**src/design/twad_pkg.sv**
```systemverilog
// ----------------------------------------------------------------------------
// twad_pkg: shared types and constants for the traffic anomaly detector
// Field widths, store sizes, register indexes, reset values and the
// controller to datapath command and status groups.
// ----------------------------------------------------------------------------
package twad_pkg;

  // store sizes
  localparam int IP_SLOTS    = 32;
  localparam int PORT_SLOTS  = 32;
  localparam int IP_IDX_W    = $clog2(IP_SLOTS);
  localparam int IP_FILL_W   = $clog2(IP_SLOTS + 1);
  localparam int PORT_IDX_W  = $clog2(PORT_SLOTS);
  localparam int PORT_FILL_W = $clog2(PORT_SLOTS + 1);

  // field widths
  localparam int TS_W      = 64;
  localparam int IP_W      = 32;
  localparam int PORT_W    = 16;
  localparam int PROTO_W   = 8;
  localparam int FLAGS_W   = 8;
  localparam int CNT_W     = 32;
  localparam int TOT_W     = 6;
  localparam int WLEN_W    = 40;
  localparam int LIM_W     = 5;
  localparam int RATIO_W   = 8;
  localparam int PROD_W    = RATIO_W + CNT_W;
  localparam int CFG_IDX_W = 3;
  localparam int CFG_DATA_W = 40;

  // reported totals stop at the largest code the total port can carry
  localparam int TOT_MAX      = (2 ** TOT_W) - 1;
  localparam int IP_TOT_CAP   = (IP_SLOTS > TOT_MAX) ? TOT_MAX : IP_SLOTS;
  localparam int PORT_TOT_CAP = (PORT_SLOTS > TOT_MAX) ? TOT_MAX : PORT_SLOTS;

  // packet classification
  localparam logic [PORT_W-1:0]  SMB_PORT_A  = 16'd445;
  localparam logic [PORT_W-1:0]  SMB_PORT_B  = 16'd139;
  localparam logic [PROTO_W-1:0] PROTO_TCP   = 8'd6;
  localparam int                 RST_BIT_POS = 2;
  localparam logic [CNT_W-1:0]   CNT_MAX     = '1;

  // item kinds
  localparam logic KIND_PACKET = 1'b0;
  localparam logic KIND_STALE  = 1'b1;

  // register reset values
  localparam logic [WLEN_W-1:0]  WLEN_RST       = 40'd10000000000;
  localparam logic [LIM_W-1:0]   EXT_LIMIT_RST  = 5'd10;
  localparam logic [CNT_W-1:0]   SMB_LIMIT_RST  = 32'd5;
  localparam logic [LIM_W-1:0]   PORT_LIMIT_RST = 5'd20;
  localparam logic [RATIO_W-1:0] RATIO_RST      = 8'd128;

  typedef enum logic [CFG_IDX_W-1:0] {
    CFG_WINDOW_LENGTH = 3'd0,
    CFG_EXT_IP_LIMIT  = 3'd1,
    CFG_SMB_LIMIT     = 3'd2,
    CFG_PORT_LIMIT    = 3'd3,
    CFG_RST_RATIO     = 3'd4
  } cfg_idx_t;

  typedef struct packed {
    logic capture;  // take the input beat into the item registers
    logic expire;   // window start and expiry test
    logic update;   // store lookups and counters
    logic mul;      // ratio product
    logic load;     // result into the output register
  } twad_cmd_t;

  typedef struct packed {
    logic is_packet;
  } twad_status_t;

endpackage

```
**src/design/twad_ctrl.sv**
```systemverilog
// ----------------------------------------------------------------------------
// twad_ctrl: item sequencer
// Walks one item through expiry, update (packets only), product and result,
// and owns the output valid flag.
// ----------------------------------------------------------------------------
module twad_ctrl (
  input  logic                  clk,
  input  logic                  rst_n,
  input  logic                  in_valid,
  output logic                  in_ready,
  output logic                  out_valid,
  input  logic                  out_ready,
  input  twad_pkg::twad_status_t status,
  output twad_pkg::twad_cmd_t    cmd
);

  typedef enum logic [4:0] {
    S_IDLE   = 5'b00001,
    S_EXPIRE = 5'b00010,
    S_UPDATE = 5'b00100,
    S_MUL    = 5'b01000,
    S_DONE   = 5'b10000
  } state_t;

  state_t state_r, state_nxt;
  logic   out_valid_r, out_valid_nxt;

  assign in_ready  = (state_r == S_IDLE);
  assign out_valid = out_valid_r;

  always_comb begin
    cmd         = '0;
    cmd.capture = in_valid && (state_r == S_IDLE);
    cmd.expire  = (state_r == S_EXPIRE);
    cmd.update  = (state_r == S_UPDATE);
    cmd.mul     = (state_r == S_MUL);
    cmd.load    = (state_r == S_DONE) && (!out_valid_r || out_ready);
  end

  always_comb begin
    state_nxt = state_r;
    case (state_r)
      S_IDLE: begin
        if (in_valid) state_nxt = S_EXPIRE;
      end
      S_EXPIRE: begin
        // stale checks skip the store update
        state_nxt = status.is_packet ? S_UPDATE : S_MUL;
      end
      S_UPDATE: state_nxt = S_MUL;
      S_MUL:    state_nxt = S_DONE;
      S_DONE: begin
        if (cmd.load) state_nxt = S_IDLE;
      end
      default:  state_nxt = S_IDLE;
    endcase
  end

  always_comb begin
    if (cmd.load) begin
      out_valid_nxt = 1'b1;
    end else if (out_ready) begin
      out_valid_nxt = 1'b0;
    end else begin
      out_valid_nxt = out_valid_r;
    end
  end

  always_ff @(posedge clk) begin
    if (!rst_n) begin
      state_r     <= S_IDLE;
      out_valid_r <= 1'b0;
    end else begin
      state_r     <= state_nxt;
      out_valid_r <= out_valid_nxt;
    end
  end

endmodule

```
**src/design/twad_datapath.sv**
```systemverilog
// ----------------------------------------------------------------------------
// twad_datapath: window state, stores, counters and result register
// Holds the configuration registers, the two lookup stores, the window
// counters and the ratio product; acts on the sequencer's commands.
// ----------------------------------------------------------------------------
module twad_datapath (
  input  logic                                 clk,
  input  logic                                 rst_n,
  input  twad_pkg::twad_cmd_t                  cmd,
  output twad_pkg::twad_status_t               status,
  // configuration
  input  logic                                 cfg_we,
  input  logic [twad_pkg::CFG_IDX_W-1:0]       cfg_index,
  input  logic [twad_pkg::CFG_DATA_W-1:0]      cfg_data,
  // input item
  input  logic                                 in_kind,
  input  logic [twad_pkg::TS_W-1:0]            in_timestamp,
  input  logic [twad_pkg::IP_W-1:0]            in_dst_ip,
  input  logic                                 in_dst_external,
  input  logic [twad_pkg::PORT_W-1:0]          in_dst_port,
  input  logic [twad_pkg::PROTO_W-1:0]         in_protocol,
  input  logic [twad_pkg::FLAGS_W-1:0]         in_tcp_flags,
  // result item
  output logic                                 out_suspicious,
  output logic [twad_pkg::TOT_W-1:0]           out_external_ip_total,
  output logic [twad_pkg::CNT_W-1:0]           out_smb_total,
  output logic [twad_pkg::CNT_W-1:0]           out_rst_total,
  output logic [twad_pkg::CNT_W-1:0]           out_tcp_total,
  output logic [twad_pkg::TOT_W-1:0]           out_port_total,
  output logic [twad_pkg::TS_W-1:0]            out_window_begin,
  output logic                                 out_store_overflow
);

  // configuration registers
  logic [twad_pkg::WLEN_W-1:0]  wlen_r;
  logic [twad_pkg::LIM_W-1:0]   ext_limit_r;
  logic [twad_pkg::CNT_W-1:0]   smb_limit_r;
  logic [twad_pkg::LIM_W-1:0]   port_limit_r;
  logic [twad_pkg::RATIO_W-1:0] ratio_r;

  // captured item
  logic                          kind_r;
  logic [twad_pkg::TS_W-1:0]     ts_r;
  logic [twad_pkg::IP_W-1:0]     ip_r;
  logic                          ext_r;
  logic [twad_pkg::PORT_W-1:0]   port_r;
  logic [twad_pkg::PROTO_W-1:0]  proto_r;
  logic [twad_pkg::FLAGS_W-1:0]  flags_r;

  // window state
  logic [twad_pkg::TS_W-1:0]        origin_r, origin_nxt;
  logic [twad_pkg::IP_FILL_W-1:0]   ip_fill_r, ip_fill_nxt;
  logic [twad_pkg::PORT_FILL_W-1:0] port_fill_r, port_fill_nxt;
  logic [twad_pkg::CNT_W-1:0]       smb_cnt_r, smb_cnt_nxt;
  logic [twad_pkg::CNT_W-1:0]       rst_cnt_r, rst_cnt_nxt;
  logic [twad_pkg::CNT_W-1:0]       tcp_cnt_r, tcp_cnt_nxt;
  logic                             ovf_r, ovf_nxt;
  logic [twad_pkg::IP_W-1:0]        ip_store_r   [twad_pkg::IP_SLOTS];
  logic [twad_pkg::PORT_W-1:0]      port_store_r [twad_pkg::PORT_SLOTS];
  logic [twad_pkg::PROD_W-1:0]      prod_r;

  // expiry
  logic [twad_pkg::TS_W-1:0] origin_eff, elapsed;
  logic                      expired;

  // lookups
  logic [twad_pkg::IP_SLOTS-1:0]   ip_match;
  logic [twad_pkg::PORT_SLOTS-1:0] port_match;
  logic ip_hit, port_hit, ip_full, port_full;
  logic ip_add, port_add, is_tcp, is_smb, is_rst, port_valid;

  logic suspicious;

  assign status.is_packet = (kind_r == twad_pkg::KIND_PACKET);

  // configuration writes; unknown indexes are dropped
  always_ff @(posedge clk) begin
    if (!rst_n) begin
      wlen_r       <= twad_pkg::WLEN_RST;
      ext_limit_r  <= twad_pkg::EXT_LIMIT_RST;
      smb_limit_r  <= twad_pkg::SMB_LIMIT_RST;
      port_limit_r <= twad_pkg::PORT_LIMIT_RST;
      ratio_r      <= twad_pkg::RATIO_RST;
    end else if (cfg_we) begin
      case (cfg_index)
        twad_pkg::CFG_WINDOW_LENGTH: wlen_r       <= cfg_data[twad_pkg::WLEN_W-1:0];
        twad_pkg::CFG_EXT_IP_LIMIT:  ext_limit_r  <= cfg_data[twad_pkg::LIM_W-1:0];
        twad_pkg::CFG_SMB_LIMIT:     smb_limit_r  <= cfg_data[twad_pkg::CNT_W-1:0];
        twad_pkg::CFG_PORT_LIMIT:    port_limit_r <= cfg_data[twad_pkg::LIM_W-1:0];
        twad_pkg::CFG_RST_RATIO:     ratio_r      <= cfg_data[twad_pkg::RATIO_W-1:0];
        default: ;
      endcase
    end
  end

  always_ff @(posedge clk) begin
    if (cmd.capture) begin
      kind_r  <= in_kind;
      ts_r    <= in_timestamp;
      ip_r    <= in_dst_ip;
      ext_r   <= in_dst_external;
      port_r  <= in_dst_port;
      proto_r <= in_protocol;
      flags_r <= in_tcp_flags;
    end
  end

  // zero origin marks no open window; a packet or an expiry opens one
  always_comb begin
    origin_eff = origin_r;
    if (kind_r == twad_pkg::KIND_PACKET && origin_r == '0) origin_eff = ts_r;
    elapsed = ts_r - origin_eff;
    expired = elapsed > {{(twad_pkg::TS_W - twad_pkg::WLEN_W){1'b0}}, wlen_r};
  end

  always_comb begin
    for (int i = 0; i < twad_pkg::IP_SLOTS; i++) begin
      ip_match[i] = (ip_store_r[i] == ip_r) &&
                    (twad_pkg::IP_FILL_W'(i) < ip_fill_r);
    end
    for (int j = 0; j < twad_pkg::PORT_SLOTS; j++) begin
      port_match[j] = (port_store_r[j] == port_r) &&
                      (twad_pkg::PORT_FILL_W'(j) < port_fill_r);
    end
    ip_hit     = |ip_match;
    port_hit   = |port_match;
    ip_full    = (ip_fill_r == twad_pkg::IP_FILL_W'(twad_pkg::IP_SLOTS));
    port_full  = (port_fill_r == twad_pkg::PORT_FILL_W'(twad_pkg::PORT_SLOTS));
    port_valid = (port_r != '0);
    ip_add     = ext_r && !ip_hit && !ip_full;
    port_add   = port_valid && !port_hit && !port_full;
    is_tcp     = (proto_r == twad_pkg::PROTO_TCP);
    is_smb     = (port_r == twad_pkg::SMB_PORT_A) || (port_r == twad_pkg::SMB_PORT_B);
    is_rst     = is_tcp && flags_r[twad_pkg::RST_BIT_POS];
  end

  always_comb begin
    origin_nxt    = origin_r;
    ip_fill_nxt   = ip_fill_r;
    port_fill_nxt = port_fill_r;
    smb_cnt_nxt   = smb_cnt_r;
    rst_cnt_nxt   = rst_cnt_r;
    tcp_cnt_nxt   = tcp_cnt_r;
    ovf_nxt       = ovf_r;
    if (cmd.expire) begin
      if (expired) begin
        origin_nxt    = ts_r;
        ip_fill_nxt   = '0;
        port_fill_nxt = '0;
        smb_cnt_nxt   = '0;
        rst_cnt_nxt   = '0;
        tcp_cnt_nxt   = '0;
        ovf_nxt       = 1'b0;
      end else begin
        origin_nxt = origin_eff;
      end
    end else if (cmd.update) begin
      if (ip_add) ip_fill_nxt = ip_fill_r + 1'b1;
      if (port_add) port_fill_nxt = port_fill_r + 1'b1;
      if ((ext_r && !ip_hit && ip_full) || (port_valid && !port_hit && port_full)) begin
        ovf_nxt = 1'b1;
      end
      if (is_smb && smb_cnt_r != twad_pkg::CNT_MAX) smb_cnt_nxt = smb_cnt_r + 1'b1;
      if (is_tcp && tcp_cnt_r != twad_pkg::CNT_MAX) tcp_cnt_nxt = tcp_cnt_r + 1'b1;
      if (is_rst && rst_cnt_r != twad_pkg::CNT_MAX) rst_cnt_nxt = rst_cnt_r + 1'b1;
    end
  end

  always_ff @(posedge clk) begin
    if (!rst_n) begin
      origin_r    <= '0;
      ip_fill_r   <= '0;
      port_fill_r <= '0;
      smb_cnt_r   <= '0;
      rst_cnt_r   <= '0;
      tcp_cnt_r   <= '0;
      ovf_r       <= 1'b0;
    end else begin
      origin_r    <= origin_nxt;
      ip_fill_r   <= ip_fill_nxt;
      port_fill_r <= port_fill_nxt;
      smb_cnt_r   <= smb_cnt_nxt;
      rst_cnt_r   <= rst_cnt_nxt;
      tcp_cnt_r   <= tcp_cnt_nxt;
      ovf_r       <= ovf_nxt;
    end
  end

  // store writes land at the fill position
  always_ff @(posedge clk) begin
    if (cmd.update && ip_add) begin
      ip_store_r[ip_fill_r[twad_pkg::IP_IDX_W-1:0]] <= ip_r;
    end
    if (cmd.update && port_add) begin
      port_store_r[port_fill_r[twad_pkg::PORT_IDX_W-1:0]] <= port_r;
    end
  end

  always_ff @(posedge clk) begin
    if (cmd.mul) begin
      prod_r <= {{twad_pkg::CNT_W{1'b0}}, ratio_r} * {{twad_pkg::RATIO_W{1'b0}}, tcp_cnt_r};
    end
  end

  always_comb begin
    suspicious = (32'(ip_fill_r) > 32'(ext_limit_r)) ||
                 (smb_cnt_r > smb_limit_r) ||
                 (32'(port_fill_r) > 32'(port_limit_r)) ||
                 ((tcp_cnt_r != '0) &&
                  ({rst_cnt_r, {twad_pkg::RATIO_W{1'b0}}} > prod_r));
  end

  always_ff @(posedge clk) begin
    if (cmd.load) begin
      out_suspicious        <= suspicious;
      out_external_ip_total <= (32'(ip_fill_r) > 32'(twad_pkg::TOT_MAX)) ?
                               twad_pkg::TOT_W'(twad_pkg::TOT_MAX) :
                               twad_pkg::TOT_W'(ip_fill_r);
      out_port_total        <= (32'(port_fill_r) > 32'(twad_pkg::TOT_MAX)) ?
                               twad_pkg::TOT_W'(twad_pkg::TOT_MAX) :
                               twad_pkg::TOT_W'(port_fill_r);
      out_smb_total         <= smb_cnt_r;
      out_rst_total         <= rst_cnt_r;
      out_tcp_total         <= tcp_cnt_r;
      out_window_begin      <= origin_r;
      out_store_overflow    <= ovf_r;
    end
  end

endmodule

```
**src/design/windowed_traffic_anomaly_detector_top.sv**
```systemverilog
// ----------------------------------------------------------------------------
// windowed_traffic_anomaly_detector_top: windowed traffic anomaly detector
// Counts distinct external IPs, distinct ports, SMB, TCP and RST packets in
// a time window and flags suspicious traffic after every beat.
// ----------------------------------------------------------------------------
// Each input beat (packet event or stale check) yields exactly one result
// beat. The beat is captured at its acceptance edge, then worked through the
// window expiry test (64-bit subtract and compare), store lookup and counter
// update (parallel compare across both stores; skipped for a stale check),
// ratio product (8x32 multiply), then threshold tests into the output
// register. in_ready is high only while the sequencer is idle, so one item is
// worked at a time and a new beat is taken only once the last item's result
// is loaded; a result that waits in the output register holds the next item
// in its last step. The output register lets the
// next item enter while a finished result still waits. No clearing pass is
// needed after reset: the stores are tracked by fill counts. cfg_ready is
// always high; registers should be written only while no item is in flight.
// ----------------------------------------------------------------------------
module windowed_traffic_anomaly_detector_top (
  input  logic                                 clk,
  input  logic                                 rst_n,
  // configuration write channel
  input  logic                                 cfg_valid,
  output logic                                 cfg_ready,
  input  logic [twad_pkg::CFG_IDX_W-1:0]       cfg_index,
  input  logic [twad_pkg::CFG_DATA_W-1:0]      cfg_data,
  // input beats
  input  logic                                 in_valid,
  output logic                                 in_ready,
  input  logic                                 in_kind,
  input  logic [twad_pkg::TS_W-1:0]            in_timestamp,
  input  logic [twad_pkg::IP_W-1:0]            in_dst_ip,
  input  logic                                 in_dst_external,
  input  logic [twad_pkg::PORT_W-1:0]          in_dst_port,
  input  logic [twad_pkg::PROTO_W-1:0]         in_protocol,
  input  logic [twad_pkg::FLAGS_W-1:0]         in_tcp_flags,
  // result beats
  output logic                                 out_valid,
  input  logic                                 out_ready,
  output logic                                 out_suspicious,
  output logic [twad_pkg::TOT_W-1:0]           out_external_ip_total,
  output logic [twad_pkg::CNT_W-1:0]           out_smb_total,
  output logic [twad_pkg::CNT_W-1:0]           out_rst_total,
  output logic [twad_pkg::CNT_W-1:0]           out_tcp_total,
  output logic [twad_pkg::TOT_W-1:0]           out_port_total,
  output logic [twad_pkg::TS_W-1:0]            out_window_begin,
  output logic                                 out_store_overflow
);

  twad_pkg::twad_cmd_t    cmd;
  twad_pkg::twad_status_t status;

  // register writes complete in the cycle they are offered
  assign cfg_ready = 1'b1;

  twad_ctrl u_ctrl (
    .clk       (clk),
    .rst_n     (rst_n),
    .in_valid  (in_valid),
    .in_ready  (in_ready),
    .out_valid (out_valid),
    .out_ready (out_ready),
    .status    (status),
    .cmd       (cmd)
  );

  twad_datapath u_dp (
    .clk                   (clk),
    .rst_n                 (rst_n),
    .cmd                   (cmd),
    .status                (status),
    .cfg_we                (cfg_valid && cfg_ready),
    .cfg_index             (cfg_index),
    .cfg_data              (cfg_data),
    .in_kind               (in_kind),
    .in_timestamp          (in_timestamp),
    .in_dst_ip             (in_dst_ip),
    .in_dst_external       (in_dst_external),
    .in_dst_port           (in_dst_port),
    .in_protocol           (in_protocol),
    .in_tcp_flags          (in_tcp_flags),
    .out_suspicious        (out_suspicious),
    .out_external_ip_total (out_external_ip_total),
    .out_smb_total         (out_smb_total),
    .out_rst_total         (out_rst_total),
    .out_tcp_total         (out_tcp_total),
    .out_port_total        (out_port_total),
    .out_window_begin      (out_window_begin),
    .out_store_overflow    (out_store_overflow)
  );

endmodule

```
**config.mk**
```make
export PLATFORM = sky130hd
export DESIGN_NAME = windowed_traffic_anomaly_detector_top
export DESIGN_NICKNAME = d
export VERILOG_FILES = /design/src/design/twad_pkg.sv /design/src/design/twad_ctrl.sv /design/src/design/twad_datapath.sv /design/src/design/windowed_traffic_anomaly_detector_top.sv
export SDC_FILE = /design/constraint.sdc
export NUM_CORES = 2
export LEC_CHECK = 0
export ABC_CLOCK_PERIOD_IN_PS = 9700
export BUFFER_PORTS_ARGS = -buffer_cell sky130_fd_sc_hd__buf_2
export CORE_ASPECT_RATIO = 0.75
export CORE_MARGIN = 2
export CORE_UTILIZATION = 32
export CTS_BUF_LIST = sky130_fd_sc_hd__clkbuf_16
export DETAILED_ROUTE_END_ITERATION = 8
export PLACE_DENSITY = 0.56
export SLEW_MARGIN = 0
export SYNTH_ARGS = -nofsm -noshare
export SYNTH_HDL_FRONTEND = slang
export SYNTH_SLANG_ARGS = --single-unit
```
**constraint.sdc**
```tcl
create_clock -name clk -period 9.7 [get_ports clk]
set_clock_uncertainty 0.05 [all_clocks]
set_input_delay 0.97 -clock clk [delete_from_list [all_inputs] [get_ports clk]]
set_output_delay 0.97 -clock clk [all_outputs]
set_load 0.02 [all_outputs]
```
* Word-level counts from Yosys, hierarchy flattened
Memory sizes are Yosys's and may differ from the RTL's.
Cells that the tools add are included.
** Word-level totals
- Flip-flop bits (word level) :: 608
- Memory bits (writable) :: 1536
- Input port bits :: 178
- Logic and storage cells :: 343
- Memories kept :: 2
** Operators by class
- Add/sub/neg operators :: 6
- $mul :: 1
- Order comparisons :: 69
- Equality and inequality tests :: 84
- Mux-type cells :: 33
- Bitwise logic cells :: 1
- Reductions and logical operators :: 117
** Memories
- u_dp.ip_store_r :: words 32, bits a word 32, read ports 32, clocked after memory_dff 0, write ports 1, RTL line twad_datapath.sv:58 : logic [twad_pkg::IP_W-1:0] ip_store_r [twad_pkg::IP_SLOTS];
- u_dp.port_store_r :: words 32, bits a word 16, read ports 32, clocked after memory_dff 0, write ports 1, RTL line twad_datapath.sv:59 : logic [twad_pkg::PORT_W-1:0] port_store_r [twad_pkg::PORT_SLOTS];
** Operators with widths (count)
- equality test 32 bit :: 32
- equality test 16 bit :: 32
- two-way mux 32 bit :: 10
- less-than comparator 5 x 6 -> 1 bit, first input constant :: 32
- two-way mux 64 bit :: 2
- adder 32 x 1 -> 32 bit, second input constant :: 3
- less-than comparator 4 x 6 -> 1 bit, first input constant :: 16
- inequality test 32 bit, second input constant :: 3
- logical AND 1 bit :: 80
- > comparator 64 x 40 -> 1 bit :: 1
- logical NOT 64 bit :: 1
- OR reduction 32 bit :: 2
- subtractor 64 bit :: 1
- less-than comparator 3 x 6 -> 1 bit, first input constant :: 8
- two-way mux 6 bit :: 7
- > comparator 40 bit :: 1
- multiplier 8 x 32 -> 40 bit :: 1
- > comparator 32 bit :: 1
- nonzero test 32 bit :: 1
- case mux 5 bit (5 select lines) :: 1
- less-than comparator 1 x 6 -> 1 bit, first input constant :: 4
- less-than comparator 2 x 6 -> 1 bit, first input constant :: 4
- AND reduction 3 bit :: 6
- equality test 16 x 8 -> 1 bit, second input constant :: 1
- other kinds (25) :: 61

* Longest topological paths before layout
An unclocked memory read counts as a cell.
- Depth after elaboration :: 11
- Depth in mapped cells :: 41

* By module
A second synthesis with hierarchy kept.
** Second synthesis, totals
- Cell total of the unflattened synthesis :: 7973
- Area total of the unflattened synthesis :: 102656.0 µm²
** Modules (own cells, without submodules)
- twad_datapath :: instances 1, cells an instance 7932, area an instance 102296.9 µm², sequential area each 61509.0 µm²
- twad_ctrl :: instances 1, cells an instance 39, area an instance 347.8 µm², sequential area each 120.1 µm²
- windowed_traffic_anomaly_detector_top :: instances 1, cells an instance 2, area an instance 11.3 µm², sequential area each 0.0 µm²

* Worst setup path after synthesis
No wires, ideal clock.
- Path type :: in2reg
- Start point :: input port out_ready
- End point :: register u_dp.out_external_ip_total[0] (netlist bit) (enable)
- Setup time :: 730 ps
- Data arrival time :: 8748 ps
- Setup slack :: 172 ps
- Cell stages on the path :: 2
- Path through :: nand2b_1 -> nor2b_1
** RTL lines
- start: declaration :: RTL line windowed_traffic_anomaly_detector_top.sv:39 : input logic out_ready,
- end signal: assignment :: RTL line twad_datapath.sv:216 : out_external_ip_total <= (32'(ip_fill_r) > 32'(twad_pkg::TOT_MAX)) ?
- end: declaration :: RTL line twad_datapath.sv:25 : output logic [twad_pkg::TOT_W-1:0] out_external_ip_total,

* Worst setup path after layout
- Start point :: register u_dp.origin_r[1] (netlist bit)
- End point :: register u_dp.tcp_cnt_r[6] (netlist bit)
** On the way
- Word-level cells in the longest chain between the ends :: 7
** Ends and longest elaborated chain
- start: declaration :: RTL line twad_datapath.sv:51 : logic [twad_pkg::TS_W-1:0] origin_r, origin_nxt;
- start signal: assignment :: RTL line twad_datapath.sv:179 : origin_r <= origin_nxt;
- logical NOT 64 bit :: RTL line twad_datapath.sv:111 : if (kind_r == twad_pkg::KIND_PACKET && origin_r == '0) origin_eff = ts_r;
- logical AND 1 bit :: RTL line twad_datapath.sv:111
- two-way mux 64 bit * :: RTL line twad_datapath.sv:111
- subtractor 64 bit * :: RTL line twad_datapath.sv:112 : elapsed = ts_r - origin_eff;
- > comparator 64 x 40 -> 1 bit * :: RTL line twad_datapath.sv:113 : expired = elapsed > {{(twad_pkg::TS_W - twad_pkg::WLEN_W){1'b0}}, wlen_r};
- inequality test 2 x 1 -> 1 bit (no line) *
- AND reduction 3 bit (no line) *
- end signal: assignment :: RTL line twad_datapath.sv:184 : tcp_cnt_r <= tcp_cnt_nxt;
- end: declaration :: RTL line twad_datapath.sv:56 : logic [twad_pkg::CNT_W-1:0] tcp_cnt_r, tcp_cnt_nxt;
Mark *: on every way between the ends. The rest lies on a longest branch, timed or not.
A chain may end at the register's enable or synchronous reset.

==> flow_summary.toml <==
[grt]
grt_max_degree = 69
antenna_found_initial = 26
grt_pass1_wl_mm = 422
grt_usage_pct = 17.4
grt_overflow = 0
grt_pass1_vias = 62500

[clock_tree]
cts.hold.buffers_added = 0
clkSinkCount = 2142
clk-insertion-delay-late_ns = 0.90
ctsRootBufferMaster = "clkbuf_16"
post_cts_buffers = 0
cts_buffers = 221
cts_resized = 0
h-tree-depth = 4
tritoncts = "yes"
cts.clk_slew.worst_paths_ns = 0.06
clock_path_buffers = 4

[pwr]
p_sw_share_pct = 26.5
pwr-share-clk_pct = 38.4
ir_drop_mv = 0.140
power.switching_mw = 5.80
p_leak_nw = 39.7
p_total_mw = 21.9
combPwrFrac_pct = 14.3
internal-power_mw = 16.1
powerDensity_mw_per_mm2 = 188
p_seq_share_pct = 47.3

[timing]
fmax_mhz = 109
fin_setup_tns_ns = 0
hold_viol_final = 0
slew_headroom_pct = 12.2
period_share_pct = 94.3
rsz0062_at_grt = "no"
worstMarginPinSlew_ns = 1.31
finalSetupViolations = 0
maxSlewViolCount = 0
period_needed_ns = 9.15
hold-worst-slack_ns = 0.191

[synth]
syn_nets = 8368
synth_edf_count = 1873
postSynthCellCount = 7765
async_flop_share_pct = 0
seq_area_frac_synth_pct = 60.8
ys_ff_latch = 2142
synth.cell_area_sq_mm = 0.101
synth_top_area_cell = "edfxtp_1"
synth_top_flop_cell = "edfxtp_1"
synth_top_area_share_pct = 55.5
ys.warnings.count = 0
avgSynthCellArea_sq_um = 13.0
netlist_top_cells_area = "edfxtp_1 (56%), xnor2_1 (8.6%), xor2_1 (5.4%), dfxtp_1 (5.3%), fa_1 (3.6%)"
yosys.cell_types.count = 92

[worst_setup_path]
endpoint_kind = "flip-flop"
crit_fanout = 52
worst-r2r-setup-slack_ns = 0.55
cp_num_buf_inv = 4
path_class = "flip-flop to flip-flop"
cpPeakStageDelay_ns = 0.63
critPathLaunchType = "flip-flop"
critPathTopFamily = "simple AND/OR/NAND/NOR gates"
required_ns = 10.36
cp_slowest_cell = "nor4_1"
crit_path_frequent_cell = "nand4_1"
crit_arrival_ns = 9.81

[routing]
wl_per_cell_um = 22.9
drt_iter0_drc = 5574
postRouteAntennaNets = 0
avgViaCountPerCell = 5.03
drc = 0
routed-via-count = 63300
wl_mm = 288
first_pass_iters = 8

[die]
io_pins = 355
die_y_um = 491
core_area_sq_mm = 0.314
die_area_sq_mm = 0.321
dieWidth_um = 654
row_count = 178
start_util_pct = 32.2

[placement]
gp_congestion = 0.891
dpl.hpwl_mm = 186
numPortBuffers = 346

[status]
outcome = "complete, no violations"

[layout]
drive_above_1_share_pct = 12.0
layout_commonest_cell = "edfxtp_1"
area_growth_pct = 14.6
fin_nets = 8757
fillers = 29800
final_cell_mix = "edfxtp_1 (1,873), xnor2_1 (995), xor2_1 (629)"

[hold_path]
hp-class = "input pin to flip-flop"

[flow_run]
drv_cap = 0
-- cells in the mapped netlist, types with 6 or more instances --
cell type	instances
or2_2	22
o211ai_1	29
fa_1	180
nor2b_1	40
a31oi_1	79
edfxtp_1	1873
a221o_1	6
nor4_1	228
a2111oi_0	20
nand2_1	526
buf_1	90
xor2_1	629
or3b_2	6
a21oi_1	300
inv_1	348
dfxtp_1	269
nand4_1	332
ha_1	245
and3_1	35
buf_2	35
o21bai_1	19
a211oi_1	17
and2_1	125
a31o_2	6
nand3_1	126
nor3b_1	9
o31ai_1	10
nand2b_1	33
mux2i_1	22
a21o_1	72
a221oi_1	6
o21ai_0	160
clkbuf_1	276
o311ai_0	13
nand3b_1	6
nor3_1	80
nor2_1	268
o21a_1	22
a32o_1	58
xnor2_1	995
or3_1	22
a311oi_1	24
-- stage by stage --
stage	util, %	cell area (sq um)	cells	setup WS, ns
after global routing	37.0	116000	12600	0.0510
after CTS	36.9	116000	12600	0.443
after floorplan	-	101000	7765	0.172
final	37.0	116000	12600	0.549
after global placement	34.7	109000	12200	0.603
after detailed placement	34.7	109000	12200	0.515
-- worst reg2reg max path: cells and delay by family (launching register included) --
family	cells	cell delay, ns
buf+inv	4	0.82
simple gates	15	4.20
compound gates	10	2.54
flops	1	0.41
fa+ha+maj	2	0.78
xor+xnor	1	0.16
-- per-layer routing --
metal | part of all wire (%) | global-route usage (%) | up-vias
met5 | 0 | 0 | -
met1 | 47 | 25.2 | 32200
met2 | 45 | 27.4 | 1904
li1 | - | - | 28700
met3 | 5.4 | 2.29 | 396
met4 | 2.9 | 4.86 | 0
-- power by group through the flow --
stage               clock network (mW)  logic, mW  registers (mW)
finish                            8.41       3.12            10.3
global route                      8.95       3.40            10.4
floorplan                            0       1.94            10.6
global placement                     0       3.07            10.5
detailed placement                   0       3.09            10.5
CTS                               8.59       3.11            10.4
-- layout make-up --
class,count,area (sq um),share of cell area (%)
flip-flops and latches,2142,61600,53.1
multi-input cells,4867,36900,31.8
clock buffers,225,5630,4.85
well taps,4230,5290,4.56
repair buffers,573,3890,3.35
clock inverters,180,1440,1.24
inverters,349,1310,1.13
diodes,4,10.0,0.00862
-- kinds of logic after synthesis --
kind of cell	share of synthesized area (%)
muxes	0.217
other	0.00370
and+or+nand+nor	9.54
xor gates and xnor gates	14.0
DFF	60.8
AOI/OAI and AO/OA	5.84
adders and majority gates	6.62
buffers and inverters	2.88
-- final timing paths --
kind	startpoint	end	cells past startpoint
worst max register to register	u_dp.origin_r[1]	u_dp.tcp_cnt_r[6]	32
worst max-delay path	u_dp.origin_r[1]	u_dp.tcp_cnt_r[6]	32
worst min register to register	u_dp.origin_r[17]	u_dp.out_window_begin[17]	0
worst min-delay path	in_dst_ip[27]	u_dp.ip_r[27]	1
-- flip-flops by register name, summed over array words and instances (netlist names), 6 cells and up --
signal                      count
u_dp.ip_r                      32
u_dp.port_fill_r                6
u_dp.ratio_r                    8
u_dp.out_external_ip_total      6
u_dp.smb_cnt_r                 32
u_dp.out_port_total             6
u_dp.rst_cnt_r                 32
u_dp.ip_store_r              1024
u_dp.wlen_r                    40
u_dp.proto_r                    8
u_dp.out_rst_total             32
u_dp.ts_r                      64
u_dp.tcp_cnt_r                 32
u_dp.ip_fill_r                  6
u_dp.out_smb_total             32
u_dp.prod_r                    40
u_dp.port_r                    16
u_dp.port_store_r             512
u_dp.origin_r                  64
u_dp.out_tcp_total             32
u_dp.out_window_begin          64
u_dp.smb_limit_r               32
No activity file was read; power rests on OpenSTA's default activity.
